$ cat src/rtl/assert_macros.svh
// Assertion macros shared by the key/value table RTL.
// Expects signals clk and rst_n in the scope of use.
`ifndef ASSERT_MACROS_SVH
`define ASSERT_MACROS_SVH

// Check that an expression holds on every clock edge out of reset.
`define KVT_ASSERT_ALWAYS(label, expr) \
    label: assert property (@(posedge clk) disable iff (!rst_n) (expr)) \
        else $error("assertion failed");

// Check that a condition implies a consequence in the same cycle.
`define KVT_ASSERT_IMPLY(label, cond, cons) \
    label: assert property (@(posedge clk) disable iff (!rst_n) (cond) |-> (cons)) \
        else $error("assertion failed");

// Check that a condition implies a consequence in the next cycle.
`define KVT_ASSERT_NEXT(label, cond, cons) \
    label: assert property (@(posedge clk) disable iff (!rst_n) (cond) |=> (cons)) \
        else $error("assertion failed");

`endif

$ cat src/rtl/kvt_pkg.sv
// Shared codes and types for the key/value table.
// No dependencies; used by kvt_cell and key_value_table.
package kvt_pkg;

    localparam int KEY_W   = 32;
    localparam int VALUE_W = 64;
    localparam int CMD_W   = 2;
    localparam int STAT_W  = 3;
    localparam int COUNT_W = 7;

    localparam logic [CMD_W-1:0] CMD_PUT    = 2'd0;
    localparam logic [CMD_W-1:0] CMD_GET    = 2'd1;
    localparam logic [CMD_W-1:0] CMD_DELETE = 2'd2;
    localparam logic [CMD_W-1:0] CMD_CLEAR  = 2'd3;

    localparam logic [STAT_W-1:0] ST_INSERTED  = 3'd0;
    localparam logic [STAT_W-1:0] ST_UPDATED   = 3'd1;
    localparam logic [STAT_W-1:0] ST_FOUND     = 3'd2;
    localparam logic [STAT_W-1:0] ST_NOT_FOUND = 3'd3;
    localparam logic [STAT_W-1:0] ST_DELETED   = 3'd4;
    localparam logic [STAT_W-1:0] ST_CLEARED   = 3'd5;
    localparam logic [STAT_W-1:0] ST_FULL      = 3'd6;

    // Broadcast controls from the sequencer to every cell
    typedef struct packed {
        logic match_en;
        logic update;
        logic insert;
        logic remove;
        logic clear;
    } kvt_ctrl_t;

endpackage

$ cat src/rtl/kvt_cell.sv
// One entry of the key/value table: key, value, valid and match flags.
// Depends on kvt_pkg; instantiated in a chain by key_value_table.
module kvt_cell
(
    input  logic                            clk,
    input  logic                            rst_n,
    input  kvt_pkg::kvt_ctrl_t              ctrl,
    input  logic signed [kvt_pkg::KEY_W-1:0]   key_in,
    input  logic        [kvt_pkg::VALUE_W-1:0] value_in,
    input  logic                            prev_valid,
    input  logic signed [kvt_pkg::KEY_W-1:0]   next_key,
    input  logic        [kvt_pkg::VALUE_W-1:0] next_value,
    input  logic                            next_valid,
    input  logic                            seen_in,
    input  logic        [kvt_pkg::VALUE_W-1:0] rd_in,
    output logic signed [kvt_pkg::KEY_W-1:0]   key_out,
    output logic        [kvt_pkg::VALUE_W-1:0] value_out,
    output logic                            valid_out,
    output logic                            match_out,
    output logic                            seen_out,
    output logic        [kvt_pkg::VALUE_W-1:0] rd_out
);
    import kvt_pkg::*;

    logic signed [KEY_W-1:0]   key_reg, key_next;
    logic        [VALUE_W-1:0] value_reg, value_next;
    logic                      valid_reg, valid_next;
    logic                      match_reg, match_next;

    // Seen is high from the matching entry upwards: those entries shift down
    assign seen_out  = seen_in | match_reg;
    assign rd_out    = rd_in | (match_reg ? value_reg : '0);
    assign key_out   = key_reg;
    assign value_out = value_reg;
    assign valid_out = valid_reg;
    assign match_out = match_reg;

    always_comb
    begin
        key_next   = key_reg;
        value_next = value_reg;
        valid_next = valid_reg;
        match_next = match_reg;
        if (ctrl.match_en)
        begin
            match_next = valid_reg && (key_reg == key_in);
        end
        if (ctrl.update && match_reg)
        begin
            value_next = value_in;
        end
        if (ctrl.insert && !valid_reg && prev_valid)
        begin
            key_next   = key_in;
            value_next = value_in;
            valid_next = 1'b1;
        end
        if (ctrl.remove && seen_out)
        begin
            key_next   = next_key;
            value_next = next_value;
            valid_next = next_valid;
        end
        if (ctrl.clear)
        begin
            valid_next = 1'b0;
        end
    end

    always_ff @(posedge clk or negedge rst_n)
    begin
        if (!rst_n)
        begin
            valid_reg <= 1'b0;
            match_reg <= 1'b0;
        end
        else
        begin
            valid_reg <= valid_next;
            match_reg <= match_next;
        end
    end

    always_ff @(posedge clk)
    begin
        key_reg   <= key_next;
        value_reg <= value_next;
    end

endmodule

$ cat config.mk
export PLATFORM = sky130hd
export DESIGN_NAME = kvt_cell
export DESIGN_NICKNAME = d
export VERILOG_FILES = /design/src/rtl/assert_macros.svh /design/src/rtl/kvt_pkg.sv /design/src/rtl/kvt_cell.sv
export SDC_FILE = /design/constraint.sdc
export NUM_CORES = 1
export LEC_CHECK = 0
export ABC_CLOCK_PERIOD_IN_PS = 4200
export BUFFER_PORTS_ARGS = -buffer_cell sky130_fd_sc_hd__buf_2
export CAP_MARGIN = 20
export CORE_AREA = 2 2 167 169
export CTS_BUF_LIST = sky130_fd_sc_hd__clkbuf_4 sky130_fd_sc_hd__clkbuf_8 sky130_fd_sc_hd__clkbuf_16
export CTS_CLUSTER_SIZE = 20
export DETAILED_ROUTE_END_ITERATION = 8
export DIE_AREA = 0 0 169 171
export HOLD_SLACK_MARGIN = 0.02
export PLACE_DENSITY_LB_ADDON = 0.15
export SKIP_CTS_REPAIR_TIMING = 1
export SLEW_MARGIN = 25
export SYNTH_ARGS = -nofsm -noshare
export SYNTH_HDL_FRONTEND = slang
export SYNTH_SLANG_ARGS = --single-unit
$ cat constraint.sdc
create_clock -name clk -period 4.2 [get_ports clk]
set_input_delay 1.26 -clock clk [delete_from_list [all_inputs] [get_ports clk]]
set_output_delay 1.26 -clock clk [all_outputs]
set_load 0.01 [all_outputs]
==> After elaboration in Yosys (flattened, before gate mapping) <==
Index checks and enable logic that the tools add are counted.
{ "totals": {"elab_cells": 25, "input_bits": 266, "out_inout_bits": 163, "regBits": 98} }
{ "classes": {"mux": 9, "bitwise_logic": 2, "n_reduce_logical": 9, "n_eq_ne": 1} }
{ "op_table": {"columns": ["operator", "count"], "rows": [
  ["$mux W64", 4],
  ["$mux W32", 2],
  ["$or A64 B64 Y64", 1],
  ["$eq A32 B32 Y1", 1],
  ["$reduce_bool A3 Y1", 2],
  ["$logic_and A1 B1 Y1", 5],
  ["$mux W1", 3],
  ["$reduce_bool A2 Y1", 1],
  ["$logic_not A1 Y1", 1],
  ["$or A1 B1 Y1", 1]
]} }

==> Longest topological paths before layout <==
Gate-level depths: netlist of run 1.
{ "depth": {"ltp_word": 6, "depth_mapped": 6, "ltp_nobuf": 5} }

==> Least setup slack after synthesis of run 1 <==
No wires, ideal clock.
{ "synth_timing": {"kind": "input to register", "start": "input seen_in", "end": "register value_reg[0], in the netlist value_out[0], enable pin", "slack_ps": -576, "path_buffers": 2, "t_arrival_ps": 4356, "required_time_ps": 3780, "setup_time_ps": 420, "stages": 6, "path_cell_list": "or2_1 nand2_1 buf_4 buf_4 o21ai_1 a21o_1"} }
{ "synth_between": {"elab_chain_cells": 3} }
{ "synth_lines": {"columns": ["item", "line", "rtl"], "rows": [
  ["start, declared", "kvt_cell.sv:14", "input logic seen_in,"],
  ["$or A1 B1 Y1", "kvt_cell.sv:31", "assign seen_out = seen_in | match_reg;"],
  ["$logic_and A1 B1 Y1", "kvt_cell.sv:58", "if (ctrl.remove && seen_out)"],
  ["$reduce_bool A3 Y1 (no source line)", null, null],
  ["end signal, assigned", "kvt_cell.sv:87", "value_reg <= value_next;"],
  ["end, declared", "kvt_cell.sv:26", "logic [VALUE_W-1:0] value_reg, value_next;"]
]} }
Every way passes these cells.
A chain may end at the register's enable or synchronous reset.

==> Final worst setup path of run 1 <==
{ "layout_timing": {"start": "input seen_in", "end": "output seen_out"} }
{ "layout_between": {"elab_chain_cells": 1} }
{ "layout_lines": {"columns": ["item", "line", "rtl"], "rows": [
  ["$or A1 B1 Y1", "kvt_cell.sv:31", null],
  ["end, declared", "kvt_cell.sv:20", "output logic seen_out,"]
]} }
Every way passes these cells.

==> impl_metrics.prom, run 1 <==
# TYPE chip_impl_metric gauge
chip_impl_metric{name="htreeDepth",unit=""} 3
chip_impl_metric{name="flow.area_growth_from_synthesis",unit="%"} 57.8
chip_impl_metric{name="core_area",unit="sq um"} 27300
chip_impl_metric{name="ant_nets",unit=""} 0
chip_impl_metric{name="port-buffer-count",unit=""} 428
chip_impl_metric{name="drt_pre_antenna_iters",unit=""} 4
chip_impl_metric{name="power.density",unit="nW/um^2"} 333
chip_impl_metric{name="ioPinCount",unit=""} 429
chip_impl_metric{name="avgViaCountPerCell",unit=""} 3.94
chip_impl_metric{name="worst_hold_path_stage_count",unit=""} 3
chip_impl_metric{name="setup_viol",unit=""} 0
chip_impl_metric{name="initialDrtViolationCount",unit=""} 182
chip_impl_metric{name="rrSetupSlack",unit="ns"} 2.06
chip_impl_metric{name="worst_ir_drop_vdd",unit="mV"} 0.198
chip_impl_metric{name="max_cap_viol_count",unit=""} 0
chip_impl_metric{name="synthCells",unit=""} 328
chip_impl_metric{name="layout.filler_cells",unit=""} 2891
chip_impl_metric{name="ys_types",unit=""} 24
chip_impl_metric{name="critPathArrivalTime",unit="ns"} 1.76
chip_impl_metric{name="clk_transition_reported_paths",unit="ns"} 0.08
chip_impl_metric{name="fin_area",unit="sq um"} 7870
chip_impl_metric{name="drive_above_1_share",unit="%"} 70.6
chip_impl_metric{name="number_of_antenna_violations_at_the_first_check_in_global_routing",unit=""} 2
chip_impl_metric{name="design_power_total",unit="mW"} 2.63
chip_impl_metric{name="timing_hold_violations_final",unit=""} 0
chip_impl_info{name="holdCritStartpoint",value="key_out[11]$_DFFE_PP_"} 1
chip_impl_metric{name="place_area",unit="sq um"} 7560
chip_impl_metric{name="drt_drc_violations_left",unit=""} 0
chip_impl_metric{name="post-route-period-util",unit="%"} 71.8
chip_impl_metric{name="grt_pass1_vias",unit=""} 4257
chip_impl_metric{name="totalNegativeSetupSlack",unit="ns"} 0
chip_impl_metric{name="num_rows",unit=""} 61
chip_impl_metric{name="grt_first_pass_wirelength",unit="microns"} 25200
chip_impl_metric{name="switching_share_of_power",unit="%"} 25.2
chip_impl_metric{name="seqPwrFrac",unit="%"} 46.7
chip_impl_metric{name="yosysWarningCount",unit=""} 0
chip_impl_info{name="clock_root_buffer_master",value="clkbuf_16"} 1
chip_impl_info{name="worstReg2RegStart",value="match_out$_DFFE_PN0P_"} 1
chip_impl_info{name="worstSetupStartpointType",value="input pin"} 1
chip_impl_metric{name="grt_max_degree",unit=""} 65
chip_impl_metric{name="clock_power_share",unit="%"} 34.4
chip_impl_metric{name="grt_overflow",unit=""} 0
chip_impl_metric{name="synth.cell_area",unit="sq um"} 4990
chip_impl_metric{name="number_of_register_bits_inferred_by_synthesis",unit=""} 98
chip_impl_metric{name="dp_slack",unit="ns"} 1.16
chip_impl_metric{name="die_outline_area",unit="sq um"} 28900
chip_impl_metric{name="initial_core_util",unit="%"} 18.3
chip_impl_info{name="post_synth_main_area_contributors",value="edfxtp_1 (58%), mux2_2 (19%), a21o_1 (9.8%), xor2_1 (3.5%), mux2_1 (2.9%)"} 1
chip_impl_metric{name="detailroute.via_count",unit=""} 4359
chip_impl_metric{name="antenna_cells",unit=""} 0
chip_impl_metric{name="groute.usage.overall",unit="%"} 11.7
chip_impl_info{name="status",value="complete, no violations"} 1
chip_impl_metric{name="cts_num_sinks",unit=""} 98
chip_impl_metric{name="fin_crit",unit="ns"} 3.02
chip_impl_info{name="worstSetupEndpointType",value="output pin"} 1
chip_impl_metric{name="timing.fmax",unit="GHz"} 0.332
chip_impl_metric{name="mappedNetlistNets",unit=""} 594
chip_impl_info{name="grt_setup_unrepaired",value="no"} 1
chip_impl_info{name="synth_commonest_cells",value="edfxtp_1 (96), mux2_2 (83), a21o_1 (65), xor2_1 (20), mux2_1 (13)"} 1
chip_impl_metric{name="drv_slew",unit=""} 0
chip_impl_metric{name="seq_area_frac_synth",unit="%"} 58.8
chip_impl_info{name="ys_dominant_reg_cell",value="edfxtp_1"} 1
chip_impl_metric{name="comb_power_share",unit="%"} 18.8
chip_impl_metric{name="final_replace_weighted_congestion",unit=""} 0.701
chip_impl_metric{name="chipHeight",unit="microns"} 171
chip_impl_metric{name="total_leakage_power",unit="nW"} 3.82
chip_impl_metric{name="finClkSkew",unit="ns"} 0.00977
chip_impl_metric{name="share_of_flip_flops_with_an_asynchronous_set_or_reset_after_synthesis",unit="%"} 2.04
chip_impl_metric{name="hold_slack",unit="ns"} 0.674
chip_impl_metric{name="wire_length_per_cell",unit="microns"} 16.5
chip_impl_metric{name="worst_ep_required_time",unit="ns"} 2.94
chip_impl_metric{name="layout.nets",unit=""} 1021
chip_impl_metric{name="worst_slack",unit="ns"} 1.18
chip_impl_info{name="hold_path.class",value="register to register"} 1
chip_impl_info{name="worstHoldEndpoint",value="match_out$_DFFE_PN0P_"} 1
chip_impl_metric{name="clock_path_buffers",unit=""} 2
chip_impl_metric{name="number_of_flops_mapped_to_enable_cells_by_yosys",unit=""} 96
chip_impl_metric{name="worstRegToRegCells",unit=""} 4
chip_impl_metric{name="internal_power",unit="mW"} 1.96
chip_impl_info{name="worstReg2RegEnd",value="value_out[62]$_DFFE_PP_"} 1
chip_impl_metric{name="switching_power",unit="mW"} 0.661
chip_impl_metric{name="critical_path.max_fanout",unit=""} 2
chip_impl_metric{name="numCtsBuffers",unit=""} 9
chip_impl_metric{name="worst_slew_pin_slew",unit="ns"} 0.863
chip_impl_metric{name="insertion_delay",unit="ns"} 0.35
chip_impl_metric{name="route.final.wire_length",unit="microns"} 18200
chip_impl_metric{name="dieWidth",unit="microns"} 169
chip_impl_metric{name="synth.top_cell.area_share",unit="%"} 57.8
chip_impl_info{name="tritoncts_clock_tree",value="yes"} 1
chip_impl_info{name="worst-setup-path-type",value="input pin to output pin"} 1
chip_impl_metric{name="syn-mean-instance-area",unit="sq um"} 15.2
chip_impl_info{name="synth.largest_area_cell",value="edfxtp_1"} 1
chip_impl_metric{name="dp_hpwl",unit="microns"} 14500
chip_impl_metric{name="timing.slew.headroom",unit="%"} 42.4
chip_impl_info{name="most_frequently_used_cell_type_in_the_post_synthesis_netlist",value="edfxtp_1"} 1
==> metal layers <==
layer,vias to the layer above,part of all wire [%],track usage [%]
met5,-,0.19,0
met4,4,0.80,2.79
met3,13,8.6,4.05
met2,227,53,22.1
met1,2001,37,12.4
li1,2114,-,-
==> power by group through the flow <==
stage	sequential, mW	combinational [mW]	clock [mW]
finish	1.23	0.495	0.904
global placement	1.25	0.506	0
global route	1.24	0.545	0.984
floorplan	1.28	0.189	0
CTS	1.23	0.508	0.952
detailed placement	1.25	0.506	0
==> layout by cell type (no fill, tap or decap), types with 2 or more instances in the layout <==
cell / n
nand4_1: 4
mux2_1: 13
nor4_1: 4
buf_2: 428
buf_4: 4
edfxtp_1: 96
mux2_2: 83
bufinv_16: 2
a21o_1: 64
xnor2_1: 12
clkbuf_16: 9
xor2_1: 20
==> state kept, by name (all words and copies together), names as in the netlist <==
name       flops
value_out     64
key_out       32
match_out      1
valid_out      1
==> cell type report <==
type,count,area [sq um],share of cell area (%)
sequential,98,2930,37.3
clock buffer,10,233,2.96
timing repair buffer,433,2190,27.8
tap,346,433,5.50
clock inverter,5,80.1,1.02
multi-input combinational,212,2000,25.4
inverter,1,3.75,0.0477
==> worst max path at each step <==
stage | from | endpoint | slack (ns) | cells past startpoint
after global placement | key_in[0] | match_out$_DFFE_PN0P_ | 1.17 | 6
after global routing | seen_in | seen_out | 1.15 | 3
after CTS | seen_in | seen_out | 1.19 | 3
after floorplan | seen_in | value_out[0]$_DFFE_PP_ | 0.54 | 6
final | seen_in | seen_out | 1.18 | 3
after detailed placement | key_in[0] | match_out$_DFFE_PN0P_ | 1.16 | 6
==> cell families after synthesis <==
group / count (synthesis) / synth area share (%)
flops: 98 / 58.8
xor+xnor: 32 / 5.62
buf+inv: 18 / 1.71
simple gates: 15 / 1.86
compound gates: 69 / 10.4
mux: 96 / 21.7
==> stage by stage <==
stage	util [%]	cells
floorplan	-	328
global placement	27.7	1090
detailed placement	27.7	1090
CTS	28.8	1105
global route	28.8	1105
finish	28.8	1105
==> critical path: stages <==
cell,delay [ns]
buf_2,0.09
or2_1,0.25
buf_2,0.16
Note: power is estimated with default switching activity, not from simulation.
==> run 2: changes to the inputs <==
--- a/config.mk
+++ b/config.mk
@@ -5,7 +5,7 @@
 export SDC_FILE = /design/constraint.sdc
 export NUM_CORES = 1
 export LEC_CHECK = 0
-export ABC_CLOCK_PERIOD_IN_PS = 4200
+export ABC_CLOCK_PERIOD_IN_PS = 2600
 export BUFFER_PORTS_ARGS = -buffer_cell sky130_fd_sc_hd__buf_2
 export CAP_MARGIN = 20
 export CORE_AREA = 2 2 167 169
==> constraint.sdc (replaced) <==
create_clock -name clk -period 2.6 [get_ports clk]
set_input_delay 0.78 -clock clk [delete_from_list [all_inputs] [get_ports clk]]
set_output_delay 0.78 -clock clk [all_outputs]
set_load 0.01 [all_outputs]
==> impl_metrics.prom, run 2 (synthesis results as in run 1) <==
# TYPE chip_impl_metric gauge
chip_impl_info{name="status",value="complete, no violations"} 1
chip_impl_metric{name="critPathArrivalTime",unit="ns"} 1.48
chip_impl_metric{name="max_cap_viol_count",unit=""} 0
chip_impl_metric{name="clock_path_buffers",unit=""} 2
chip_impl_metric{name="clock_power_share",unit="%"} 33.2
chip_impl_metric{name="worst_slack",unit="ns"} 0.337
chip_impl_info{name="worstSetupEndpointType",value="output pin"} 1
chip_impl_metric{name="num_rows",unit=""} 61
chip_impl_metric{name="switching_power",unit="mW"} 1.09
chip_impl_metric{name="totalNegativeSetupSlack",unit="ns"} 0
chip_impl_info{name="worstSetupStartpointType",value="register"} 1
chip_impl_info{name="clock_root_buffer_master",value="clkbuf_16"} 1
chip_impl_metric{name="timing.critical_path.buf_inv",unit=""} 2
chip_impl_metric{name="drt_drc_violations_left",unit=""} 0
chip_impl_metric{name="numCtsBuffers",unit=""} 9
chip_impl_metric{name="final_replace_weighted_congestion",unit=""} 0.720
chip_impl_metric{name="post-route-period-util",unit="%"} 87.0
chip_impl_metric{name="die_outline_area",unit="sq um"} 28900
chip_impl_metric{name="total_leakage_power",unit="nW"} 3.83
chip_impl_metric{name="post-route-util",unit="%"} 28.9
chip_impl_metric{name="largest_reg_flops",unit=""} 64
chip_impl_metric{name="detailroute.via_count",unit=""} 4412
chip_impl_metric{name="dieWidth",unit="microns"} 169
chip_impl_info{name="worst-setup-path-type",value="register to output pin"} 1
chip_impl_metric{name="avgViaCountPerCell",unit=""} 3.98
chip_impl_metric{name="area.sequential",unit="sq um"} 2930
chip_impl_metric{name="grt_max_degree",unit=""} 65
chip_impl_metric{name="drv_slew",unit=""} 0
chip_impl_info{name="worst_path_cell_chain",value="buf_4 -> a21o_1 -> buf_2"} 1
chip_impl_metric{name="grt_overflow",unit=""} 0
chip_impl_metric{name="initialDrtViolationCount",unit=""} 142
chip_impl_metric{name="layout.filler_cells",unit=""} 2882
chip_impl_metric{name="critical_path.max_stage_delay",unit="ns"} 0.39
chip_impl_metric{name="htreeDepth",unit=""} 3
chip_impl_metric{name="power.density",unit="nW/um^2"} 531
chip_impl_metric{name="rrSetupSlack",unit="ns"} 0.69
chip_impl_metric{name="critical_path.max_fanout",unit=""} 41
chip_impl_info{name="tritoncts_clock_tree",value="yes"} 1
chip_impl_metric{name="design_power_total",unit="mW"} 4.18
chip_impl_metric{name="groute.usage.overall",unit="%"} 12.1
chip_impl_metric{name="dp_slack",unit="ns"} 0.202
chip_impl_metric{name="port-buffer-count",unit=""} 428
chip_impl_metric{name="dp_hpwl",unit="microns"} 15100
chip_impl_info{name="grt_setup_unrepaired",value="no"} 1
chip_impl_metric{name="timing.fmax",unit="GHz"} 0.442
chip_impl_metric{name="multi_input_comb_area",unit="sq um"} 2000
chip_impl_info{name="layout.cells.most_common_list",value="buf_2 (428), edfxtp_1 (96), mux2_2 (83)"} 1
chip_impl_metric{name="hold_slack",unit="ns"} 0.210
chip_impl_metric{name="layout.nets",unit=""} 1023
chip_impl_metric{name="core_area",unit="sq um"} 27300
chip_impl_metric{name="grt_first_pass_wirelength",unit="microns"} 26000
chip_impl_metric{name="internal_power",unit="mW"} 3.10
chip_impl_metric{name="ioPinCount",unit=""} 429
chip_impl_metric{name="worst_slew_pin_slew",unit="ns"} 0.893
chip_impl_metric{name="fin_crit",unit="ns"} 2.26
chip_impl_metric{name="timing.slew.headroom",unit="%"} 40.5
chip_impl_metric{name="insertion_delay",unit="ns"} 0.35
chip_impl_metric{name="number_of_antenna_violations_at_the_first_check_in_global_routing",unit=""} 2
chip_impl_metric{name="finClkSkew",unit="ns"} 0.0115
chip_impl_metric{name="flow.area_growth_from_synthesis",unit="%"} 58.1
chip_impl_metric{name="grt_pass1_vias",unit=""} 4362
chip_impl_metric{name="wire_length_per_cell",unit="microns"} 17.2
chip_impl_metric{name="drt_pre_antenna_iters",unit=""} 4
chip_impl_metric{name="initial_core_util",unit="%"} 18.3
chip_impl_info{name="critical-path-top-delay-family",value="buffers and inverters"} 1
chip_impl_metric{name="ant_nets",unit=""} 0
chip_impl_metric{name="route.final.wire_length",unit="microns"} 19000
chip_impl_metric{name="cts_num_sinks",unit=""} 98
chip_impl_metric{name="timing_hold_violations_final",unit=""} 0
chip_impl_metric{name="switching_share_of_power",unit="%"} 26.0
chip_impl_metric{name="comb_power_share",unit="%"} 19.4
chip_impl_metric{name="seqPwrFrac",unit="%"} 47.4
chip_impl_metric{name="chipHeight",unit="microns"} 171
chip_impl_info{name="mostFrequentLayoutCell",value="buf_2"} 1
chip_impl_metric{name="setup_viol",unit=""} 0
chip_impl_metric{name="worst_ep_required_time",unit="ns"} 1.82
chip_impl_metric{name="clk_transition_reported_paths",unit="ns"} 0.06
chip_impl_info{name="critical-path-slowest-cell",value="buf_4"} 1
chip_impl_metric{name="worst_ir_drop_vdd",unit="mV"} 0.247
chip_impl_metric{name="drive_above_1_share",unit="%"} 71.0
chip_impl_info{name="hold_path.class",value="input pin to async pin"} 1
-- run 2: cell count changes in the layout (fill, tap and decap cells not counted) --
cell,delta
or2_4,+1
or2_1,-1
buf_12,+1
diode_2,+1
clkinv_1,-1
clkbuf_4,+1
bufinv_16,-1
buf_4,+1
clkinvlp_4,+1
-- run 2: layer usage --
layer / global-route usage, % / vias to the layer above / wire (microns)
met3: 4.46 / 20 / 1680
li1: - / 2115 / -
met1: 13.1 / 2043 / 7240
met5: 0 / - / 11
met2: 22.0 / 232 / 9750
met4: 4.09 / 2 / 357
-- run 2: cell type report --
type | count | area share [%]
antenna | 1 | 0.0317
clock buffer | 11 | 3.05
clock inverter | 4 | 0.682
inverter | 1 | 0.0476
multi-input combinational | 212 | 25.4
sequential | 98 | 37.2
tap | 346 | 5.49
timing repair buffer | 435 | 28.1
-- run 2: worst register-to-register path: stages (launching register included) --
cell and delay, ns:
edfxtp_1 0.42, xor2_1 0.16, nor4_1 0.30, buf_4 0.18, nand4_1 0.11, or4_1 0.55
o22ai_2 0.10
-- run 2: power by group through the flow --
| stage | Clock, mW | Sequential, mW | Combinational (mW) |
|---|---|---|---|
| after global placement | 0 | 2.02 | 0.829 |
| final | 1.39 | 1.98 | 0.811 |
| after CTS | 1.47 | 1.99 | 0.834 |
| after detailed placement | 0 | 2.02 | 0.830 |
| after global routing | 1.51 | 2.00 | 0.892 |
| after floorplan | 0 | 2.06 | 0.310 |
-- run 2: through the flow --
| step | instances | area (sq um) |
|---|---|---|
| floorplan | 328 | 5010 |
| global placement | 1092 | 7590 |
| detailed placement | 1092 | 7590 |
| CTS | 1107 | 7890 |
| global route | 1108 | 7890 |
| finish | 1108 | 7890 |
-- run 2: path summary, 6_finish.rpt --
kind / cells past startpoint / endpoint / start
hold / removal: 1 / valid_out$_DFFE_PN0P_ / rst_n
hold reg to reg: 3 / match_out$_DFFE_PN0P_ / key_out[2]$_DFFE_PP_
min in group clk: 2 / valid_out$_DFFE_PN0P_ / ctrl[0]
max in group asynchronous: 1 / match_out$_DFFE_PN0P_ / rst_n
setup reg to reg: 6 / match_out$_DFFE_PN0P_ / key_out[0]$_DFFE_PP_
setup / recovery: 3 / rd_out[33] / match_out$_DFFE_PN0P_
==> run 3: changes to the inputs <==
--- a/config.mk
+++ b/config.mk
@@ -14,7 +14,6 @@
 export DETAILED_ROUTE_END_ITERATION = 8
 export DIE_AREA = 0 0 169 171
 export HOLD_SLACK_MARGIN = 0.02
-export PLACE_DENSITY_LB_ADDON = 0.15
 export SKIP_CTS_REPAIR_TIMING = 1
 export SLEW_MARGIN = 25
 export SYNTH_ARGS = -nofsm -noshare
==> impl_metrics.prom, run 3 (synthesis results as in run 1) <==
# TYPE chip_impl_metric gauge
chip_impl_metric{name="post-route-period-util",unit="%"} 90.8
chip_impl_metric{name="flow.area_growth_from_synthesis",unit="%"} 58.9
chip_impl_metric{name="timing.critical_path.buf_inv",unit=""} 2
chip_impl_metric{name="grt_max_degree",unit=""} 42
chip_impl_metric{name="insertion_delay",unit="ns"} 0.35
chip_impl_metric{name="largest_reg_flops",unit=""} 64
chip_impl_info{name="worstSetupEndpointType",value="output pin"} 1
chip_impl_metric{name="met3_wire_length",unit="microns"} 1460
chip_impl_info{name="layout.cells.most_common_list",value="buf_2 (428), edfxtp_1 (96), mux2_2 (83)"} 1
chip_impl_metric{name="clk_transition_reported_paths",unit="ns"} 0.07
chip_impl_info{name="critical-path-top-delay-family",value="flip-flops"} 1
chip_impl_info{name="mostFrequentLayoutCell",value="buf_2"} 1
chip_impl_metric{name="number_of_antenna_violations_at_the_first_check_in_global_routing",unit=""} 1
chip_impl_metric{name="worst_slew_pin_slew",unit="ns"} 0.494
chip_impl_metric{name="cts_num_sinks",unit=""} 98
chip_impl_metric{name="worst_ir_drop_vdd",unit="mV"} 0.182
chip_impl_metric{name="drt_pre_antenna_iters",unit=""} 4
chip_impl_metric{name="grt_pass1_vias",unit=""} 4406
chip_impl_metric{name="die_outline_area",unit="sq um"} 28900
chip_impl_metric{name="timing.fmax",unit="GHz"} 0.424
chip_impl_info{name="status",value="complete, no violations"} 1
chip_impl_info{name="clock_root_buffer_master",value="clkbuf_16"} 1
chip_impl_metric{name="route.final.wire_length",unit="microns"} 19700
chip_impl_metric{name="layout.filler_cells",unit=""} 2890
chip_impl_metric{name="area.sequential",unit="sq um"} 2940
chip_impl_metric{name="critical_path.max_stage_delay",unit="ns"} 0.61
chip_impl_metric{name="power.density",unit="nW/um^2"} 521
chip_impl_metric{name="total_leakage_power",unit="nW"} 3.86
chip_impl_info{name="grt_setup_unrepaired",value="no"} 1
chip_impl_metric{name="worst_ep_required_time",unit="ns"} 1.82
chip_impl_info{name="hold_path.class",value="input pin to async pin"} 1
chip_impl_metric{name="groute.usage.overall",unit="%"} 12.6
chip_impl_metric{name="num_rows",unit=""} 61
chip_impl_metric{name="ant_nets",unit=""} 0
chip_impl_info{name="critical-path-slowest-cell",value="dfrtp_4"} 1
chip_impl_metric{name="m1WireLength",unit="microns"} 8160
chip_impl_metric{name="layout.nets",unit=""} 1029
chip_impl_metric{name="finish.cell_count_without_fillers",unit=""} 1115
chip_impl_metric{name="detailroute.via_count",unit=""} 4544
chip_impl_metric{name="timing.slew.headroom",unit="%"} 66.8
chip_impl_metric{name="ioPinCount",unit=""} 429
chip_impl_metric{name="critPathArrivalTime",unit="ns"} 1.58
chip_impl_info{name="worstSetupStartpointType",value="register"} 1
chip_impl_metric{name="cell_count_post_placement",unit=""} 1098
chip_impl_metric{name="dp_hpwl",unit="microns"} 16100
chip_impl_metric{name="max_cap_viol_count",unit=""} 0
chip_impl_metric{name="finClkSkew",unit="ns"} 0.00965
chip_impl_metric{name="totalNegativeSetupSlack",unit="ns"} 0
chip_impl_metric{name="dieWidth",unit="microns"} 169
chip_impl_metric{name="timing_hold_violations_final",unit=""} 0
chip_impl_metric{name="setup_viol",unit=""} 0
chip_impl_metric{name="wire_length_per_cell",unit="microns"} 17.7
chip_impl_metric{name="core_area",unit="sq um"} 27300
chip_impl_metric{name="grt_first_pass_wirelength",unit="microns"} 26500
chip_impl_metric{name="htreeDepth",unit=""} 3
chip_impl_metric{name="fin_crit",unit="ns"} 2.36
chip_impl_metric{name="clock_path_buffers",unit=""} 2
chip_impl_metric{name="drt_drc_violations_left",unit=""} 0
chip_impl_metric{name="chipHeight",unit="microns"} 171
chip_impl_metric{name="initialDrtViolationCount",unit=""} 202
chip_impl_info{name="worst_path_cell_chain",value="buf_4 -> a21o_1 -> buf_2"} 1
chip_impl_metric{name="met2_length",unit="microns"} 9870
chip_impl_metric{name="grt_overflow",unit=""} 0
chip_impl_info{name="route.top_layer_used",value="met4"} 1
chip_impl_metric{name="drive_above_1_share",unit="%"} 71.0
chip_impl_metric{name="initial_core_util",unit="%"} 18.3
chip_impl_metric{name="multi_input_comb_area",unit="sq um"} 2000
chip_impl_info{name="worst-setup-path-type",value="register to output pin"} 1
chip_impl_metric{name="numCtsBuffers",unit=""} 9
chip_impl_metric{name="final_replace_weighted_congestion",unit=""} 0.746
chip_impl_metric{name="drv_slew",unit=""} 0
chip_impl_info{name="tritoncts_clock_tree",value="yes"} 1
chip_impl_metric{name="port-buffer-count",unit=""} 428
chip_impl_metric{name="critical_path.max_fanout",unit=""} 23
chip_impl_metric{name="avgViaCountPerCell",unit=""} 4.08
run 3: cell count changes in the layout (fill, tap and decap cells not counted), moves of 2 or more:
cell,delta
buf_4,+5
clkinv_1,+2
clkinv_4,+2
clkinvlp_4,-2
run 3: layout make-up:
type,count,share of cell area [%]
antenna,1,0.0316
clock buffer,10,2.94
clock inverter,6,0.537
inverter,1,0.0473
multi-input combinational,212,25.2
sequential,98,37.0
tap,346,5.46
timing repair buffer,441,28.7
run 3: metrics by stage:
stage                     total power [mW]  worst slack [ns]  util, %  instance area, sq um  hold WS [ns]
after floorplan                       2.37            0.0445        -                  5010         0.484
after global placement                2.87             0.113     28.0                  7650         0.587
after detailed placement              2.88            0.0744     28.0                  7650         0.583
after CTS                             4.22           -0.0145     29.0                  7920         0.197
after global routing                  4.34             0.145     29.0                  7930         0.199
final                                 4.13             0.240     29.0                  7930         0.219
run 3: metal layers:
layer / vias to the layer above / GRT usage [%]
met1: 2159 / 15.1
met5: - / 0
met3: 8 / 3.38
li1: 2131 / -
met4: 0 / 3.27
met2: 246 / 22.2
run 3: power breakdown:
part / internal [mW] / switching (mW)
Combinational: 0.436 / 0.401
Sequential: 1.90 / 0.0919
Clock: 0.664 / 0.632
Total: 3.00 / 1.13
run 3: worst reg2reg max path, stage by stage, from the launching register on:
cell,delay (ns)
edfxtp_1,0.42
xor2_1,0.16
nor4_1,0.48
buf_4,0.20
nand4_1,0.09
or4_1,0.54
o22ai_2,0.10
run 3: path summary, 6_finish.rpt:
check / endpoint / start / cells after the start / slack, ns
setup / recovery: rd_out[51] / match_out$_DFFE_PN0P_ / 3 / 0.24
hold / removal: match_out$_DFFE_PN0P_ / rst_n / 1 / 0.22
setup reg to reg: match_out$_DFFE_PN0P_ / key_out[8]$_DFFE_PP_ / 6 / 0.54
hold reg to reg: match_out$_DFFE_PN0P_ / key_out[11]$_DFFE_PP_ / 3 / 0.70
max in group asynchronous: match_out$_DFFE_PN0P_ / rst_n / 1 / 2.26
min in group clk: valid_out$_DFFE_PN0P_ / ctrl[0] / 2 / 0.59
